$ cat src/hdl/rsse_pkg.sv
package rsse_pkg;

    // GF(256) field polynomial x^8 + x^4 + x^3 + x^2 + 1
    localparam logic [8:0] FIELD_POLY = 9'h11D;
    localparam int SYM_W = 8;
    localparam int MAX_NPAR = 255;

    typedef logic [SYM_W-1:0] sym_t;

    // Generator polynomial coefficients, index = power of x
    typedef logic [MAX_NPAR:0][SYM_W-1:0] gen_t;

    // Controller to datapath commands for one accepted item
    typedef struct packed {
        logic take;     // item accepted this cycle
        logic parity;   // item asks for the next parity octet
        logic last;     // that parity octet closes the codeword
    } cmd_t;

    // Output register occupancy
    typedef enum logic {
        ST_EMPTY,
        ST_FULL
    } state_t;

    // GF(256) product, shift-and-add with modular reduction
    function automatic sym_t gf_mul(input sym_t x, input sym_t y);
        logic [8:0] a;
        sym_t r;
        a = {1'b0, x};
        r = '0;
        for (int k = 0; k < SYM_W; k++)
        begin
            if (y[k])
            begin
                r = r ^ a[7:0];
            end
            a = {a[7:0], 1'b0};
            if (a[8])
            begin
                a = a ^ FIELD_POLY;
            end
        end
        return r;
    endfunction

    // g(x) = prod_{i=1..npar} (x + alpha^i), alpha = 2; elaboration only
    function automatic gen_t gen_poly(input int npar);
        gen_t g;
        sym_t root;
        g = '0;
        g[0] = 8'h01;
        root = 8'h01;
        for (int i = 1; i <= npar; i++)
        begin
            root = gf_mul(root, 8'h02);
            for (int j = i; j > 0; j--)
            begin
                g[j] = g[j-1] ^ gf_mul(g[j], root);
            end
            g[0] = gf_mul(g[0], root);
        end
        return g;
    endfunction

endpackage

$ cat src/hdl/rsse_ctrl.sv
module rsse_ctrl
    import rsse_pkg::*;
#(
    parameter int NPAR = 223
)
(
    input  logic clk,
    input  logic rst_n,
    input  logic in_valid,
    output logic in_stall,
    input  logic kind,
    output logic out_valid,
    input  logic out_stall,
    output cmd_t cmd
);

    localparam int CNT_W = $clog2(NPAR + 1);
    localparam logic [CNT_W-1:0] LAST_CNT = CNT_W'(NPAR - 1);

    state_t state_reg, state_next;
    logic [CNT_W-1:0] count_reg, count_next;
    logic accept;
    logic final_sym;

    // Output register bookkeeping
    always_comb
    begin
        in_stall  = (state_reg == ST_FULL) && out_stall;
        out_valid = (state_reg == ST_FULL);
    end

    assign accept    = in_valid && !in_stall;
    assign final_sym = kind && (count_reg == LAST_CNT);

    // Next state
    always_comb
    begin
        case (state_reg)
            ST_EMPTY:
            begin
                state_next = accept ? ST_FULL : ST_EMPTY;
            end
            ST_FULL:
            begin
                if (!out_stall)
                begin
                    state_next = accept ? ST_FULL : ST_EMPTY;
                end
                else
                begin
                    state_next = ST_FULL;
                end
            end
            default:
            begin
                state_next = ST_EMPTY;
            end
        endcase
    end

    // Commands to the datapath
    always_comb
    begin
        cmd.take   = accept;
        cmd.parity = kind;
        cmd.last   = final_sym;
    end

    // Parity octets emitted in the current codeword
    always_comb
    begin
        count_next = count_reg;
        if (accept && kind)
        begin
            count_next = final_sym ? '0 : count_reg + CNT_W'(1);
        end
    end

    always_ff @(posedge clk or negedge rst_n)
    begin
        if (!rst_n)
        begin
            state_reg <= ST_EMPTY;
            count_reg <= '0;
        end
        else
        begin
            state_reg <= state_next;
            count_reg <= count_next;
        end
    end

    // Counter never reaches the parity length
    a_count_range: assert property (@(posedge clk) disable iff (!rst_n)
        count_reg <= LAST_CNT)
        else $error("parity count out of range");

    // Closing parity octet restarts the count
    a_count_wrap: assert property (@(posedge clk) disable iff (!rst_n)
        cmd.take && cmd.last |=> count_reg == '0)
        else $error("parity count not cleared after last");

    // Input is held off only behind a full output register
    a_stall_cause: assert property (@(posedge clk) disable iff (!rst_n)
        in_stall |-> out_valid)
        else $error("input stalled with empty output register");

    // Information symbols leave the count alone
    a_count_hold: assert property (@(posedge clk) disable iff (!rst_n)
        cmd.take && !cmd.parity |=> $stable(count_reg))
        else $error("count moved on information symbol");

endmodule

$ cat config.mk
export PLATFORM = sky130hd
export DESIGN_NAME = rsse_ctrl
export DESIGN_NICKNAME = d
export VERILOG_FILES = /design/src/hdl/rsse_pkg.sv /design/src/hdl/rsse_ctrl.sv
export SDC_FILE = /design/constraint.sdc
export NUM_CORES = 1
export LEC_CHECK = 0
export ABC_AREA = 1
export BUFFER_PORTS_ARGS = -buffer_cell sky130_fd_sc_hd__buf_2
export CORE_AREA = 3 3 40 42
export DETAILED_ROUTE_END_ITERATION = 8
export DIE_AREA = 0 0 43 45
export MAX_ROUTING_LAYER = met4
export PLACE_DENSITY = 0.7
export REMOVE_ABC_BUFFERS = 1
export SYNTH_ARGS = -nofsm -noshare
export SYNTH_HDL_FRONTEND = slang
export SYNTH_SLANG_ARGS = --single-unit
export TNS_END_PERCENT = 30
$ cat constraint.sdc
create_clock -name clk -period 3.45 [get_ports clk]
set_input_delay 0 -clock clk [delete_from_list [all_inputs] [get_ports clk]]
set_output_delay 0 -clock clk [all_outputs]
set_load 0.02 [all_outputs]
==> metrics.yaml <==
syn_to_final_growth_pct: 15.0
start_util_pct: 45.5
endpoint_kind: "output port"
setup_tns_ps: 0
drt-initial-drc-count: 3
path_max_fanout: 5
slew_viol_final: 0
max-slew-margin-rel_pct: 85.4
vias: 513
post-route-period-util_pct: 43.6
avgSynthCellArea_um2: 7.30
post_cts_buffers: 0
rrSetupSlack_ps: 2160
final_area_um2: 672
fin_skew_ps: 3.88
clkLatencyLatePin_ps: 260
via_per_inst: 4.79
grt_pass1_vias: 488
grt_pass1_wl_um: 2120
overflow: 0
crit_arrival_ps: 1500
hp-start: "out_stall"
postRouteAntennaNets: 0
peakVddDrop_mv: 0.266
start_kind: "register"
hold_violations: 0
port_buffers: 9
rsz0062_at_grt: "no"
drc: 0
yosys_warnings: 0
ys_types: 20
worst_ep_required_time_ps: 3450
grt_usage_pct: 15.4
critPathKind: "register to output port"
syn_area_um2: 584
cts_buffer_depth: 2
core_mm2: 0.00128
cts_buffers: 3
die_h_um: 45
grt_max_degree: 10
synth_seq_cells: 9
period_minus_slack_ps: 1500
r2r-end: "count_reg[7]$_DFFE_PN0P_"
seq_area_frac_synth_pct: 38.5
cts_tree: "built"
die_area_mm2: 0.00194
power.density_mw_per_mm2: 540
clk_pin_slew_ps: 60
cap_violations: 0
antenna_cells: 0
largest_reg_flops: 8
nets: 100
ios: 10
wire_per_inst_um: 10.5
hpwl_um: 860
reg2reg_from: "count_reg[0]$_DFFE_PN0P_"
h-tree-depth: 1
holdCritPathClass: "input port to register"
netlist_instances: 80
leakage_nw: 0.370
drive_above_1_share_pct: 26.1
worst_pin_slew_ps: 218
cts.sinks: 9
rr_worst_depth: 7
layoutNonFillerInstCount: 107
crit_end: "cmd[0]"
crit_path_start: "count_reg[0]$_DFFE_PN0P_"
fp-row-count: 13
cts_resized: 0
timing.final.ws_setup_ps: 1950
holdWs_ps: 85.0
wl_um: 1120
hold_buffers: 2
cts_root_buf: "clkbuf_4"
pre_cts_ws_ps: 2160
die_w_um: 43
place.gp.congestion: 0.827
place_area_um2: 626
clock.fmax_mhz: 665
antenna_found_initial: 0
status: "completed"
setup-violations-final: 0
dr.pass1.iters: 3
dp.cells: 101
[cell families after synthesis]
family	synth area share [%]
flops	38.5
buf+inv	10.9
simple gates	42.0
fa+ha+maj	4.28
compound gates	4.28
[how the worst min path moves through the flow]
stage | endpoint | depth (start not counted) | slack, ps
after floorplan | count_reg[0]$_DFFE_PN0P_ | 0 | -300
after global placement | count_reg[6]$_DFFE_PN0P_ | 1 | -130
after detailed placement | count_reg[6]$_DFFE_PN0P_ | 1 | -130
after CTS | out_valid$_DFF_PN0_ | 4 | 80
after global routing | out_valid$_DFF_PN0_ | 4 | 110
final | out_valid$_DFF_PN0_ | 4 | 80
[cell type report]
class | count | area, um2
Inverter | 11 | 41.3
Timing Repair Buffer | 11 | 65.1
Fill cell | 124 | 613
Tap cell | 15 | 18.8
Multi-Input combinational cell | 57 | 295
Sequential cell | 9 | 225
Clock buffer | 4 | 26.3
[per-stage QoR]
step           utilization [%]  total power (W)
2_1_floorplan                -         0.000248
3_3_place_gp              48.7         0.000277
3_5_place_dp              48.7         0.000282
4_1_cts                   52.3         0.000370
5_1_grt                   52.3         0.000401
6_report                  52.3         0.000363
[worst max-delay path: stages (launching register included)]
cell and delay (ps):
dfrtp_1 410, inv_1 90, ha_1 150, inv_1 50, nor3_2 180, and2_2 200, buf_2 160
[power breakdown]
part	total [W]	leakage [nW]	internal [W]	switching [W]
clock	0.0000809	0.0150	0.0000445	0.0000363
combinational	0.000108	0.244	0.0000423	0.0000656
sequential	0.000174	0.110	0.000135	0.0000387
[metal layers]
layer  GRT usage (%)  wire length, um  part of all wire, %
met2            23.4              511                   45
met4            5.42               17                  1.5
met1            19.6              542                   48
met3            4.78               52                  4.6
met5               -                0                    0
[cell usage in the layout (no fill, tap or decap), types with 2 or more instances in the layout]
master	count
inv_1	9
a21oi_1	2
buf_2	9
nand3_1	4
inv_2	2
nand2_1	21
ha_1	2
dfrtp_1	9
o21ai_1	2
nand2_2	3
clkbuf_4	3
dlygate4sd3_1	2
nor2_1	14
[synthesized netlist by cell type]
master    n  area (um2)
nor2_4    1        11.3
inv_1     9        33.8
nor2_1   14        52.6
or2_2     1        6.26
nor3_2    1        10.0
ha_1      2        25.0
or2_0     1        6.26
buf_4     3        22.5
o21ai_0   1        5.00
nand2_1  21        78.8
o21ai_1   2        10.0
nand3_4   1        17.5
a21oi_1   2        10.0
nor2_2    1        6.26
nand3_2   1        10.0
nand2_2   3        18.8
and2_2    1        7.51
dfrtp_1   9         225
inv_2     2        7.51
nand3_1   4        20.0
(Power assumes the default switching activity.)
